$ cat config.mk
export PLATFORM = sky130hd
export DESIGN_NAME = i2c_master_byte_sequencer
export DESIGN_NICKNAME = d
export VERILOG_FILES = /design/src/design/i2cms_pkg.sv /design/src/design/i2cms_cfg.sv /design/src/design/i2cms_seq.sv /design/src/design/i2c_master_byte_sequencer.sv
export SDC_FILE = /design/constraint.sdc
export NUM_CORES = 1
export LEC_CHECK = 0
export BUFFER_PORTS_ARGS = -buffer_cell sky130_fd_sc_hd__buf_2
export CAP_MARGIN = 20
export CORE_MARGIN = 8
export CORE_UTILIZATION = 51
export DETAILED_ROUTE_END_ITERATION = 10
export PLACE_DENSITY = 0.81
export SYNTH_ARGS = -nofsm -noshare
export SYNTH_HDL_FRONTEND = slang
export SYNTH_HIERARCHICAL = 1
export SYNTH_SLANG_ARGS = --single-unit
$ cat constraint.sdc
create_clock -name clk -period 4.9 [get_ports clk]
set_clock_uncertainty 0.2 [all_clocks]
set_input_delay 0.735 -clock clk [delete_from_list [all_inputs] [get_ports clk]]
set_output_delay 0.735 -clock clk [all_outputs]
set_load 0.05 [all_outputs]
$ cat src/design/i2cms_pkg.sv
// shared types and constants of the i2c master byte sequencer
package i2cms_pkg;

	localparam int UNIT_W  = 12;
	localparam int WAIT_W  = 16;
	localparam int PHASE_W = 5;
	localparam int BCNT_W  = 4;
	localparam int KIND_W  = 3;
	localparam int PADDR_W = 3;
	localparam int PDATA_W = 32;

	// command codes
	localparam logic [KIND_W-1:0] KIND_TICK  = 3'd0;
	localparam logic [KIND_W-1:0] KIND_START = 3'd1;
	localparam logic [KIND_W-1:0] KIND_STOP  = 3'd2;
	localparam logic [KIND_W-1:0] KIND_WRITE = 3'd3;
	localparam logic [KIND_W-1:0] KIND_READ  = 3'd4;

	// register indexes
	localparam logic [PADDR_W-3:0] REG_UNIT_TICKS = 1'b0;

	localparam logic [UNIT_W-1:0] UNIT_TICKS_RST = 12'd1;

	typedef struct packed {
		logic [KIND_W-1:0] kind;
		logic [7:0]        data_byte;
		logic              send_ack;
		logic              sda_in;
	} item_t;

	typedef struct packed {
		logic       scl_out;
		logic       sda_out;
		logic       busy_res;
		logic       done_res;
		logic [7:0] read_data;
		logic       ack_received;
	} res_t;

endpackage

$ cat src/design/i2cms_cfg.sv
// apb register file holding the delay unit length
module i2cms_cfg (
	input  logic                            clk,
	input  logic                            arst_n,
	input  logic                            psel,
	input  logic                            penable,
	input  logic                            pwrite,
	input  logic [i2cms_pkg::PADDR_W-1:0]   paddr,
	input  logic [i2cms_pkg::PDATA_W-1:0]   pwdata,
	output logic [i2cms_pkg::PDATA_W-1:0]   prdata,
	output logic                            pready,
	output logic [i2cms_pkg::UNIT_W-1:0]    unit_ticks
);

	logic [i2cms_pkg::UNIT_W-1:0] unit_ticks_q;
	logic                         hit;

	assign pready = 1'b1;
	assign hit    = (paddr[i2cms_pkg::PADDR_W-1:2] == i2cms_pkg::REG_UNIT_TICKS);

	always_ff @(posedge clk or negedge arst_n) begin
		if (!arst_n) begin
			unit_ticks_q <= i2cms_pkg::UNIT_TICKS_RST;
		end else if (psel && penable && pwrite && pready && hit) begin
			unit_ticks_q <= pwdata[i2cms_pkg::UNIT_W-1:0];
		end
	end

	always_comb begin
		prdata = '0;
		if (hit) begin
			prdata[i2cms_pkg::UNIT_W-1:0] = unit_ticks_q;
		end
	end

	assign unit_ticks = unit_ticks_q;

endmodule

$ cat src/design/i2cms_seq.sv
// bus phase sequencer: state registers and one-tick next-state logic
module i2cms_seq (
	input  logic                         clk,
	input  logic                         arst_n,
	input  logic                         step,
	input  i2cms_pkg::item_t             item,
	input  logic [i2cms_pkg::UNIT_W-1:0] unit_ticks,
	output i2cms_pkg::res_t              res
);

	localparam logic [4:0] P_IDLE       = 5'd0;
	localparam logic [4:0] P_ST_SDA_HI  = 5'd1;
	localparam logic [4:0] P_ST_SCL_HI  = 5'd2;
	localparam logic [4:0] P_ST_SDA_LO  = 5'd3;
	localparam logic [4:0] P_ST_SCL_LO  = 5'd4;
	localparam logic [4:0] P_SP_SDA_LO  = 5'd5;
	localparam logic [4:0] P_SP_SCL_HI  = 5'd6;
	localparam logic [4:0] P_SP_SDA_HI  = 5'd7;
	localparam logic [4:0] P_WR_BIT     = 5'd8;
	localparam logic [4:0] P_WR_SCL_HI  = 5'd9;
	localparam logic [4:0] P_WR_SCL_LO  = 5'd10;
	localparam logic [4:0] P_WR_REL     = 5'd11;
	localparam logic [4:0] P_WR_ACK_HI  = 5'd12;
	localparam logic [4:0] P_WR_SAMPLE  = 5'd13;
	localparam logic [4:0] P_WR_ACK_LO  = 5'd14;
	localparam logic [4:0] P_RD_REL     = 5'd15;
	localparam logic [4:0] P_RD_SCL_HI  = 5'd16;
	localparam logic [4:0] P_RD_SAMPLE  = 5'd17;
	localparam logic [4:0] P_RD_ACK     = 5'd18;
	localparam logic [4:0] P_RD_SCL_HI2 = 5'd19;
	localparam logic [4:0] P_RD_SCL_LO2 = 5'd20;
	localparam logic [4:0] P_FINISH     = 5'd21;

	localparam int WW = i2cms_pkg::WAIT_W;
	localparam int BW = i2cms_pkg::BCNT_W;

	logic [4:0]    phase_q, phase_d;
	logic [BW-1:0] bcnt_q, bcnt_d;
	logic [7:0]    shift_q, shift_d;
	logic [WW-1:0] wait_q, wait_d;
	logic          scl_q, scl_d;
	logic          sda_q, sda_d;
	logic          ack_flag_q, ack_flag_d;
	logic          ack_req_q, ack_req_d;
	logic [7:0]    read_q, read_d;
	logic          done_d;

	logic                         do_act;
	logic [2:0]                   units;
	logic [4:0]                   next_ph;
	logic                         act_valid;
	logic [i2cms_pkg::UNIT_W-1:0] unit_len;
	logic [WW-1:0]                wait_load;
	logic [BW-1:0]                bcnt_inc;

	// zero length counts as one tick per unit
	assign unit_len  = (unit_ticks == '0) ? i2cms_pkg::UNIT_W'(1) : unit_ticks;
	assign wait_load = WW'(units) * WW'(unit_len) - WW'(1);

	always_comb begin
		phase_d    = phase_q;
		bcnt_d     = bcnt_q;
		shift_d    = shift_q;
		wait_d     = wait_q;
		scl_d      = scl_q;
		sda_d      = sda_q;
		ack_flag_d = ack_flag_q;
		ack_req_d  = ack_req_q;
		read_d     = read_q;
		done_d     = 1'b0;
		do_act     = 1'b0;

		// launch, count down, finish or next action
		if (phase_q == P_IDLE || phase_q > P_FINISH) begin
			phase_d = P_IDLE;
			bcnt_d  = '0;
			case (item.kind)
				i2cms_pkg::KIND_START: begin
					phase_d = P_ST_SDA_HI;
				end
				i2cms_pkg::KIND_STOP: begin
					phase_d = P_SP_SDA_LO;
				end
				i2cms_pkg::KIND_WRITE: begin
					shift_d = item.data_byte;
					phase_d = P_WR_BIT;
				end
				i2cms_pkg::KIND_READ: begin
					shift_d   = '0;
					ack_req_d = item.send_ack;
					phase_d   = P_RD_REL;
				end
				default: begin
					phase_d = P_IDLE;
				end
			endcase
			do_act = (phase_d != P_IDLE);
		end else if (wait_q != '0) begin
			wait_d = wait_q - WW'(1);
		end else if (phase_q == P_FINISH) begin
			phase_d = P_IDLE;
			done_d  = 1'b1;
		end else begin
			do_act = 1'b1;
		end

		// line action of the phase now current
		units     = 3'd0;
		next_ph   = P_FINISH;
		act_valid = 1'b1;
		bcnt_inc  = bcnt_d + BW'(1);
		if (do_act) begin
			case (phase_d)
				P_ST_SDA_HI: begin sda_d = 1'b1; units = 3'd4; next_ph = P_ST_SCL_HI; end
				P_ST_SCL_HI: begin scl_d = 1'b1; units = 3'd4; next_ph = P_ST_SDA_LO; end
				P_ST_SDA_LO: begin sda_d = 1'b0; units = 3'd4; next_ph = P_ST_SCL_LO; end
				P_ST_SCL_LO: begin scl_d = 1'b0; units = 3'd4; next_ph = P_FINISH; end
				P_SP_SDA_LO: begin sda_d = 1'b0; units = 3'd4; next_ph = P_SP_SCL_HI; end
				P_SP_SCL_HI: begin scl_d = 1'b1; units = 3'd4; next_ph = P_SP_SDA_HI; end
				P_SP_SDA_HI: begin sda_d = 1'b1; units = 3'd4; next_ph = P_FINISH; end
				P_WR_BIT: begin
					sda_d   = shift_d[7];
					units   = 3'd3;
					next_ph = P_WR_SCL_HI;
				end
				P_WR_SCL_HI: begin scl_d = 1'b1; units = 3'd5; next_ph = P_WR_SCL_LO; end
				P_WR_SCL_LO: begin
					scl_d   = 1'b0;
					shift_d = {shift_d[6:0], 1'b0};
					bcnt_d  = bcnt_inc;
					units   = 3'd2;
					next_ph = (bcnt_inc >= BW'(8)) ? P_WR_REL : P_WR_BIT;
				end
				P_WR_REL:    begin sda_d = 1'b1; units = 3'd3; next_ph = P_WR_ACK_HI; end
				P_WR_ACK_HI: begin scl_d = 1'b1; units = 3'd3; next_ph = P_WR_SAMPLE; end
				P_WR_SAMPLE: begin
					ack_flag_d = ~item.sda_in;
					units      = 3'd2;
					next_ph    = P_WR_ACK_LO;
				end
				P_WR_ACK_LO: begin scl_d = 1'b0; units = 3'd2; next_ph = P_FINISH; end
				P_RD_REL:    begin sda_d = 1'b1; units = 3'd3; next_ph = P_RD_SCL_HI; end
				P_RD_SCL_HI: begin scl_d = 1'b1; units = 3'd4; next_ph = P_RD_SAMPLE; end
				P_RD_SAMPLE: begin
					shift_d = {shift_d[6:0], item.sda_in};
					scl_d   = 1'b0;
					bcnt_d  = bcnt_inc;
					units   = 3'd2;
					next_ph = (bcnt_inc >= BW'(8)) ? P_RD_ACK : P_RD_SCL_HI;
				end
				P_RD_ACK: begin
					sda_d   = ~ack_req_d;
					read_d  = shift_d;
					units   = 3'd3;
					next_ph = P_RD_SCL_HI2;
				end
				P_RD_SCL_HI2: begin scl_d = 1'b1; units = 3'd5; next_ph = P_RD_SCL_LO2; end
				P_RD_SCL_LO2: begin scl_d = 1'b0; units = 3'd2; next_ph = P_FINISH; end
				default: begin
					act_valid = 1'b0;
				end
			endcase
			if (act_valid) begin
				phase_d = next_ph;
				wait_d  = wait_load;
			end else begin
				phase_d = P_IDLE;
				wait_d  = '0;
			end
		end
	end

	always_ff @(posedge clk or negedge arst_n) begin
		if (!arst_n) begin
			phase_q    <= P_IDLE;
			bcnt_q     <= '0;
			shift_q    <= '0;
			wait_q     <= '0;
			scl_q      <= 1'b1;
			sda_q      <= 1'b1;
			ack_flag_q <= 1'b0;
			ack_req_q  <= 1'b0;
			read_q     <= '0;
		end else if (step) begin
			phase_q    <= phase_d;
			bcnt_q     <= bcnt_d;
			shift_q    <= shift_d;
			wait_q     <= wait_d;
			scl_q      <= scl_d;
			sda_q      <= sda_d;
			ack_flag_q <= ack_flag_d;
			ack_req_q  <= ack_req_d;
			read_q     <= read_d;
		end
	end

	assign res.scl_out      = scl_d;
	assign res.sda_out      = sda_d;
	assign res.busy_res     = (phase_d != P_IDLE);
	assign res.done_res     = done_d;
	assign res.read_data    = read_d;
	assign res.ack_received = ack_flag_d;

endmodule

$ cat src/design/i2c_master_byte_sequencer.sv
// top level of the i2c master byte sequencer
//
// usage
// - every input transfer is one timing tick; kind may carry a command
//   (start, stop, write byte, read byte) which is taken only while idle
// - every accepted tick yields exactly one result transfer: scl and sda
//   drive levels (1 released), busy, a one-tick done pulse, the last read
//   byte and the last write acknowledge
// - unit_ticks at byte address 0 sets ticks per delay unit (0 acts as 1);
//   write it only while the sequencer is idle
// - result path: the input register, then the result register
// - throughput: one tick per clock while the output is not stalled; the input
//   register feeds the next-state logic and the result register directly
// - output stall holds the result register while it is valid; a tick in the
//   input register then waits and in_stall rises, so no tick is lost
// - reset: lines released, idle, unit length one, both registers empty
module i2c_master_byte_sequencer (
	input  logic                              clk,
	input  logic                              arst_n,
	// apb configuration
	input  logic                              psel,
	input  logic                              penable,
	input  logic                              pwrite,
	input  logic [i2cms_pkg::PADDR_W-1:0]     paddr,
	input  logic [i2cms_pkg::PDATA_W-1:0]     pwdata,
	output logic [i2cms_pkg::PDATA_W-1:0]     prdata,
	output logic                              pready,
	// tick channel
	input  logic                              in_valid,
	output logic                              in_stall,
	input  logic [i2cms_pkg::KIND_W-1:0]      kind,
	input  logic [7:0]                        data_byte,
	input  logic                              send_ack,
	input  logic                              sda_in,
	// result channel
	output logic                              out_valid,
	input  logic                              out_stall,
	output logic                              scl_out,
	output logic                              sda_out,
	output logic                              busy_res,
	output logic                              done_res,
	output logic [7:0]                        read_data,
	output logic                              ack_received
);

	logic [i2cms_pkg::UNIT_W-1:0] unit_ticks;
	i2cms_pkg::item_t             item_s1;
	logic                         valid_s1;
	i2cms_pkg::res_t              res_next;
	i2cms_pkg::res_t              res_s2;
	logic                         valid_s2;
	logic                         advance;
	logic                         in_xfer;

	// stage 1 moves into the result register when that is free or drained
	assign advance  = valid_s1 && (!valid_s2 || !out_stall);
	assign in_stall = valid_s1 && !advance;
	assign in_xfer  = in_valid && !in_stall;

	i2cms_cfg u_cfg (
		.clk        (clk),
		.arst_n     (arst_n),
		.psel       (psel),
		.penable    (penable),
		.pwrite     (pwrite),
		.paddr      (paddr),
		.pwdata     (pwdata),
		.prdata     (prdata),
		.pready     (pready),
		.unit_ticks (unit_ticks)
	);

	// input register
	always_ff @(posedge clk or negedge arst_n) begin
		if (!arst_n) begin
			valid_s1 <= 1'b0;
		end else if (!in_stall) begin
			valid_s1 <= in_valid;
		end
	end

	always_ff @(posedge clk) begin
		if (in_xfer) begin
			item_s1.kind      <= kind;
			item_s1.data_byte <= data_byte;
			item_s1.send_ack  <= send_ack;
			item_s1.sda_in    <= sda_in;
		end
	end

	// sequencer state advances once per tick that reaches the result register
	i2cms_seq u_seq (
		.clk        (clk),
		.arst_n     (arst_n),
		.step       (advance),
		.item       (item_s1),
		.unit_ticks (unit_ticks),
		.res        (res_next)
	);

	// result register
	always_ff @(posedge clk or negedge arst_n) begin
		if (!arst_n) begin
			valid_s2 <= 1'b0;
		end else if (advance) begin
			valid_s2 <= 1'b1;
		end else if (!out_stall) begin
			valid_s2 <= 1'b0;
		end
	end

	always_ff @(posedge clk) begin
		if (advance) begin
			res_s2 <= res_next;
		end
	end

	assign out_valid    = valid_s2;
	assign scl_out      = res_s2.scl_out;
	assign sda_out      = res_s2.sda_out;
	assign busy_res     = res_s2.busy_res;
	assign done_res     = res_s2.done_res;
	assign read_data    = res_s2.read_data;
	assign ack_received = res_s2.ack_received;

endmodule

# Yosys cells after proc, flatten, opt, wreduce, memory -nomap -nowiden
# Cells that the tools add are included.
totals:
  regBits: 85
  input_bits: 55
  output_inout_bits: 48
  wordCells: 131
op_classes:
  add_sub_neg: 3
  mul: 1
  magnitude_cmp: 2
  eq_ne: 27
  n_mux: 43
  bitwise_logic: 3
  reduce_logical: 30
op_table:
  columns: ["cell", "count"]
  rows:
  - ["$pmux W5 S16", 1]
  - ["$mux W16", 4]
  - ["$eq A5 B4 Y1 const B", 8]
  - ["$mux W8", 4]
  - ["$pmux W8 S2", 2]
  - ["$eq A5 B5 Y1 const B", 6]
  - ["$mux W5", 6]
  - ["$mux W12", 2]
  - ["$eq A5 B3 Y1 const B", 4]
  - ["$reduce_or A20 Y1", 1]
  - ["$pmux W4 S4", 1]
  - ["$reduce_bool A16 Y1", 1]
  - ["$sub A15 B1 Y16 const B", 1]
  - ["$sub A16 B1 Y16 const B", 1]
  - ["$mul A3 B12 Y15", 1]
  - ["$reduce_or A5 Y1", 3]
  - ["$mux W1", 14]
  - ["$logic_not A12 Y1", 1]
  - ["$mux W4", 3]
  - ["$pmux W3 S4", 1]
  - ["$eq A5 B2 Y1 const B", 2]
  - ["$reduce_bool A5 Y1", 2]
  - ["$reduce_or A2 Y1", 4]
  - ["$reduce_or A8 Y1", 1]
  - ["21 further kinds", 35]

# Logic depth before layout (Yosys ltp)
# Gate-level depths: netlist (run 1).
logic_depth:
  ltp_word: 12
  mapped_depth: 23
  ltp_nobuf: 22

# By module
# The synthesis (run 1) kept the hierarchy.
modules_own_cells:
  columns: ["mod", "n_inst", "cells_each", "area_each_um2", "seq_area_each_um2"]
  rows:
  - ["i2cms_seq", 1, 561, 4595.7, 1128.6]
  - ["i2c_master_byte_sequencer", 1, 34, 873.3, 830.8]
  - ["i2cms_cfg", 1, 62, 755.7, 301.5]

# Worst setup path after synthesis (run 1)
# Ideal clock, no wire load.
synth_timing:
  path_kind: "reg-to-reg"
  start: "reg u_seq.wait_q[0]"
  end: "reg u_seq.wait_q[15]"
  setup_time_ns: 0.124
  arrival_ns: 4.778
  required_ns: 4.576
  path_slack_ns: -0.202
  path_stages_with_launch: 24
  path_buffers: 2
  synth_period_minus_slack_ns: 5.102
  cell_sequence: "dfrtp_1 -> inv_1 -> ha_1 -> nor4b_2 -> nand4_4 -> o211ai_2 -> buf_2 -> nand2_1 -> o211ai_1 -> o2111a_1 -> buf_2 -> nand2_1 -> ha_1 -> inv_1 -> fa_1 -> fa_1 -> a211oi_1 -> o21bai_1 -> a31o_2 -> a211oi_1 -> o21bai_1 -> a21oi_1 -> xor2_1 -> o21ai_1"
synth_between:
  elab_chain_cells: 11
  elab_cells_between_ends: 44
  cone_classes: "2 x add/sub; 1 x mul; 21 x eq/ne; 12 x mux; 8 x reduce/logical"
synth_rtl:
  columns: ["element", "line", "source"]
  rows:
  - ["start: declaration", "i2cms_seq.sv:40", "logic [WW-1:0] wait_q, wait_d;"]
  - ["start signal: assignment", "i2cms_seq.sv:188", "wait_q <= wait_d;"]
  - ["$reduce_bool A16 Y1", "i2cms_seq.sv:98", "end else if (wait_q != '0) begin"]
  - ["$mux W5", "i2cms_seq.sv:98", null]
  - ["$mux W5", "i2cms_seq.sv:74", "if (phase_q == P_IDLE || phase_q > P_FINISH) begin"]
  - ["$eq A5 B1 Y1, or another cell as far along", "i2cms_seq.sv:113", "case (phase_d)"]
  - ["$reduce_or A8 Y1 (no source line), or another cell as far along", null, null]
  - ["$pmux W3 S4", "i2cms_seq.sv:113", null]
  - ["$mux W3", "i2cms_seq.sv:112", "if (do_act) begin"]
  - ["$mul A3 B12 Y15", "i2cms_seq.sv:58", "assign wait_load = WW'(units) * WW'(unit_len) - WW'(1);"]
  - ["$sub A15 B1 Y16", "i2cms_seq.sv:58", null]
  - ["$mux W16", "i2cms_seq.sv:163", "if (act_valid) begin"]
  - ["$mux W16", "i2cms_seq.sv:112", null]
# Several ways; a longest one is shown, not always the timed one. The select of a mux whose other input is x is not followed.
# A chain may end at the register's enable or synchronous reset.

# Worst setup path after layout (run 1)
# Ends and elaborated chain as after synthesis.

==> results.toml, run 1 <==
[setup_path]
end_kind = "register"
critPathBufInv = 5
cp.arrival_ns = 5.29
crit_family = "compound AO/OA/AOI/OAI gates"
cpPeakStageDelay_ns = 0.56
start_kind = "register"
path_class = "reg2reg"
cpMostUsedCell = "ha_4"
cp_slowest_cell = "fa_1"
crit_path_max_fanout = 5
crit_required_ns = 4.93

[logic_synthesis]
ys_async_sr_fraction_pct = 69.4
synth_cell_types = 87
ys_warn_count = 6
synth_seq_area_share_pct = 36.3
synth_area_leaders = "dfrtp_1, edfxtp_1, ha_1, nand2_1, fa_1"
yosysTopAreaCell = "dfrtp_1"
ys.flop_type = "dfrtp_1"
synth_top_area_share_pct = 22.5
synth-seq-cells = 85
syn_area_per_cell_um2 = 9.47
synth_edf_count = 26
syn_inst = 657
netlist_area_mm2 = 0.00622

[detailed_routing]
drc = 0
drt_iter0_drc = 710
wl_per_cell_um = 20.3
wirelength_um = 18800
drtPass1Iterations = 6
vias = 5791
drtAntennaViolNets = 0
vias_per_cell = 6.23

[clock_network]
clk_latency_ns = 0.34
clockRootBuffer = "clkbuf_16"
cts_htree_levels = 3
cts_buffer_depth = 2
cts_hold_buf = 0
cts_tree = "built"
cts_made_buffers = 9
cts_sinks = 85
clk_pin_slew_ns = 0.07

[run]
maxCapViolCount = 0

[global_route]
met3_usage_pct = 2.97
grt_pass1_vias = 5462
grtUsageTotal_pct = 20.4
antenna_found_initial = 0
global_route.usage.met1_pct = 25.7
top_usage_layer = "met2"
grt_pass1_wl_um = 26800
grt_max_degree = 60
grt_overflow = 0
globalRouteMet2Util_pct = 34.2

[placed_design]
gp_congestion = 0.876
dpl.hpwl_um = 11500
io_buffers = 59

[pwr]
vdd_drop_max_v = 0.000232
power_density_mw_per_mm2 = 488
p_leak_nw = 3.42

[layout]
num_antenna_cells = 0
regArea_mm2 = 0.00226
multi_input_area_mm2 = 0.00401
fillers = 811
areaGrowthSynthToFinish_pct = 25.5
drive_gt1_share_pct = 36.3
final_util_pct = 65.3
nets = 874

[floorplan]
start_util_pct = 52.0
io_pins = 103
fp.coreArea_mm2 = 0.0120
die-area_mm2 = 0.0160
row_count = 40
die_y_um = 126
die_x_um = 126

[hold_path]
min_path_type = "reg2reg"

[sta]
worst_slack_ns = -0.366
slew_headroom_pct = 47.6
clock.fmax_mhz = 190
fin_crit_ns = 5.27
finalSetupViolations = 10
rsz0062_at_grt = "true"
hold_violations = 0
period_share_pct = 107
slew_violations = 0
holdWs_ns = 0.287
worstMarginPinSlew_ns = 0.786

[outcome]
outcome = "complete, but fails checks"
violations = "negative setup slack"
-- registers in the layout, indices dropped and copies added, names as in the netlist --
name and count:
u_seq/ack_flag_q 1, done_res 1, u_seq/wait_q 16, read_data 8, valid_s1 1, out_valid 1, u_cfg/unit_ticks 12, item_s1 13
u_seq/scl_q 1, u_seq/read_q 8, scl_out 1, sda_out 1, u_seq/bcnt_q 4, busy_res 1, u_seq/shift_q 8, ack_received 1
u_seq/ack_req_q 1, u_seq/sda_q 1, u_seq/phase_q 5
-- placed cells by master, fill, tap and decap left out, types with 12 or more instances in the layout --
cell type / Yosys / layout
buf_2: 14 / 59
inv_1: 29 / 22
nand2_2: 1 / 13
a31oi_1: 12 / 12
nor2_1: 58 / 57
nand3_1: 13 / 12
conb_1: 2 / 21
o21ai_0: 28 / 20
mux2_2: 15 / 15
edfxtp_1: 26 / 26
o22ai_1: 13 / 13
nand2_1: 86 / 73
o21ai_1: 8 / 14
ha_4: 0 / 18
dfrtp_1: 56 / 56
buf_4: 28 / 78
a21oi_1: 39 / 34
ha_1: 31 / 12
-- metrics by stage --
stage	total power, mW	TNS, ns	cell area [µm²]	setup WS, ns	instances
6_report	3.81	-2.03	7810	-0.366	929
3_5_place_dp	2.80	-0.805	6980	-0.185	897
4_1_cts	3.55	-0.000366	7530	-0.000366	920
2_1_floorplan	2.25	-0.0330	6330	-0.0330	676
3_3_place_gp	2.72	-0.251	6980	-0.0869	897
5_1_grt	4.00	-3.22	7810	-0.501	929
-- final timing paths --
kind                                             startpoint                              end  slack, ns  depth (start not counted)
worst max-delay path            u_seq/wait_q[0]$_DFFE_PN0P_     u_seq/wait_q[15]$_DFFE_PN0P_      -0.37                         25
worst max register to register  u_seq/wait_q[0]$_DFFE_PN0P_     u_seq/wait_q[15]$_DFFE_PN0P_      -0.37                         25
max in group asynchronous                            arst_n      u_seq/read_q[4]$_DFFE_PN0P_       3.62                          2
min in group asynchronous                            arst_n  u_cfg/unit_ticks[8]$_DFFE_PN0P_       0.37                          2
worst min register to register  u_seq/read_q[4]$_DFFE_PN0P_      u_seq/read_q[4]$_DFFE_PN0P_       0.29                          1
worst min-delay path            u_seq/read_q[4]$_DFFE_PN0P_      u_seq/read_q[4]$_DFFE_PN0P_       0.29                          1
-- cell type report --
type	instances	area share (%)
Sequential cell	85	28.9
Clock inverter	7	0.705
Clock buffer	9	2.88
Tap cell	147	2.36
Multi-Input combinational cell	507	51.4
Timing Repair Buffer	144	12.3
Inverter	30	1.44
-- cells by family (layout without fill, tap and decap cells) --
family          count (synthesis)  after routing  synth area share (%)
simple gates                  230            230                  19.3
compound gates                161            161                  17.7
flops                          85             85                  36.3
buf+inv                        84            190                  7.40
fa+ha+maj                      42             42                  9.77
mux                            35             35                  6.89
xor+xnor                       18             18                  2.53
other cells                     2             21                 0.121
-- per-layer routing --
layer / part of all wire (%) / vias to the layer above
li1: - / 2543
met1: 39 / 2751
met2: 48 / 399
met3: 8.4 / 98
met4: 4.2 / 0
met5: 0 / -
-- where the power goes --
group | internal, mW | total [mW] | switching (mW)
registers | 0.905 | 1.08 | 0.172
clock network | 0.348 | 0.642 | 0.294
logic | 0.906 | 2.09 | 1.19
-- Yosys cell counts (3+ instances only) --
cell / count
nand2_1: 86
nor2_1: 58
dfrtp_1: 56
a21oi_1: 39
ha_1: 31
inv_1: 29
buf_4: 28
o21ai_0: 28
edfxtp_1: 26
mux2_2: 15
buf_2: 14
nand3_1: 13
o22ai_1: 13
a31oi_1: 12
fa_1: 11
and2_1: 10
mux2_4: 10
nor2b_1: 10
clkbuf_1: 9
xnor2_1: 9
xor2_1: 9
mux2_1: 8
o21ai_1: 8
a22o_1: 7
nand2b_1: 7
nor3_1: 7
nor4_1: 7
o211ai_1: 6
a21o_1: 4
a211oi_1: 3
buf_6: 3
dfstp_2: 3
o21ai_2: 3
o21bai_1: 3
o22a_1: 3
or3_1: 3
-- what timing repair did --
| action | 4_1_cts | 5_1_grt |
|---|---|---|
| endpoints found under the setup margin | 8 | 8 |
| resized for setup | 37 | 43 |
| hold endpoints to repair | 0 | 0 |
| pin swaps | 23 | 47 |
| buffers inserted | 7 | 11 |
| cloned | 0 | 0 |
(Power assumes the default switching activity.)
==> run 2, diff against run 1 <==
PLACE_DENSITY = 0.78   (was 0.81)
clock period = 6.7 ns   (was 4.9 ns; I/O delays follow)
==> results.toml, run 2 (synthesis results as in run 1) <==
[pwr]
power_density_mw_per_mm2 = 344
vdd_drop_max_v = 0.000192
p_leak_nw = 2.95
p_total_mw = 2.33

[detailed_routing]
dr.max_layer_used = "met4"
drtPass1Iterations = 5
drc = 0
drt_iter0_drc = 372
vias_per_cell = 5.96
drtAntennaViolNets = 0
wl_met1_um = 6460
wl_met3_um = 828
wl_per_cell_um = 16.8
wirelength_um = 14300
vias = 5067
met2_length_um = 6720

[sta]
slew_violations = 0
worstMarginPinSlew_ns = 0.774
finalSetupViolations = 0
clock.fmax_mhz = 160
setup-tns-final_ns = 0
period_share_pct = 93.5
holdWs_ns = 0.291
rsz0062_at_grt = "false"
slew_headroom_pct = 47.7
hold_violations = 0
fin_crit_ns = 6.27

[global_route]
grt_overflow = 0
grt_max_degree = 60
antenna_found_initial = 0
grt_pass1_vias = 4944
grtUsageTotal_pct = 17.8
grt_pass1_wl_um = 23600

[clock_network]
postCtsSetupBuffers = 0
clk_latency_ns = 0.35
cts_tree = "built"
cts_htree_levels = 3
cts_buffer_depth = 2
clockRootBuffer = "clkbuf_16"
cts_made_buffers = 9
cts_sinks = 85
cts_resized = 0
clk_pin_slew_ns = 0.07
cts_hold_buf = 0

[layout]
layout_commonest_cell = "nand2_1"
largest_reg_flops = 16
fillers = 1001
areaGrowthSynthToFinish_pct = 9.01
final_cell_mix = "nand2_1, buf_2, nor2_1"
drive_gt1_share_pct = 20.8
nets = 795
regMostFlops = "u_seq/wait_q"
num_antenna_cells = 0

[placed_design]
dpl.hpwl_um = 10600
io_buffers = 59
gp_congestion = 0.863

[floorplan]
die_y_um = 126
io_pins = 103
die-area_mm2 = 0.0160
fp.coreArea_mm2 = 0.0120
die_x_um = 126
start_util_pct = 52.0
row_count = 40

[run]
maxCapViolCount = 0

[setup_path]
end_kind = "register"
start_kind = "register"
crit_path_max_fanout = 13
crit_required_ns = 6.71
path_class = "reg2reg"
cp.arrival_ns = 6.28

[hold_path]
min_path_type = "reg2reg"

[outcome]
outcome = "finished, final reports clean"
## run 2: critical path, cell delays in order (launching register included)
cell,delay (ns)
dfrtp_1,0.39
inv_1,0.11
ha_1,0.20
nor4b_2,0.35
nand4_4,0.23
o211a_1,0.33
nor2_4,0.31
xnor2_1,0.17
nand2_1,0.09
a21oi_2,0.52
nand2_1,0.12
ha_1,0.29
inv_1,0.05
fa_1,0.53
ha_1,0.33
a21oi_1,0.19
o211ai_1,0.14
o41ai_1,0.65
o21ai_0,0.20
a21oi_1,0.24
o21ai_0,0.14
xnor2_1,0.22
a31oi_1,0.11
## run 2: worst paths after layout
| kind | from | endpoint | slack, ns | depth (start not counted) |
|---|---|---|---|---|
| max | u_seq/wait_q[1]$_DFFE_PN0P_ | u_seq/wait_q[14]$_DFFE_PN0P_ | 0.43 | 22 |
| min | u_seq/read_q[2]$_DFFE_PN0P_ | u_seq/read_q[2]$_DFFE_PN0P_ | 0.29 | 1 |
| max reg2reg | u_seq/wait_q[1]$_DFFE_PN0P_ | u_seq/wait_q[14]$_DFFE_PN0P_ | 0.43 | 22 |
| min reg2reg | u_seq/read_q[2]$_DFFE_PN0P_ | u_seq/read_q[2]$_DFFE_PN0P_ | 0.29 | 1 |
| max in group asynchronous | arst_n | u_seq/wait_q[12]$_DFFE_PN0P_ | 5.17 | 2 |
| min in group asynchronous | arst_n | u_cfg/unit_ticks[9]$_DFFE_PN0P_ | 0.59 | 2 |
## run 2: per-layer routing
| metal | GRT usage, % | up-vias |
|---|---|---|
| li1 | - | 2383 |
| met1 | 23.5 | 2460 |
| met2 | 28.7 | 202 |
| met3 | 2.39 | 22 |
| met4 | 7.36 | 0 |
| met5 | 0 | - |
## run 2: cell type report
type	instances	area (µm²)	area share [%]
clock inverter	7	76.3	1.12
tap	147	184	2.71
timing repair buffer	65	340	5.02
inverter	30	113	1.66
clock buffer	9	225	3.32
sequential	85	2260	33.3
multi-input combinational	507	3590	52.8
## run 2: power breakdown
part,internal (mW),leakage (nW),switching (mW)
combinational,0.381,1.84,0.635
clock,0.265,0.149,0.236
sequential,0.660,0.957,0.154
## run 2: metrics by stage
step                      cell area (µm²)  util [%]  std cells  setup WS [ns]
after floorplan                      6300         -        676           1.60
after global placement               6480      54.2        834          0.751
after detailed placement             6480      54.2        834          0.556
after CTS                            6790      56.7        850          0.461
after global routing                 6790      56.7        850          0.124
final                                6790      56.7        850          0.434
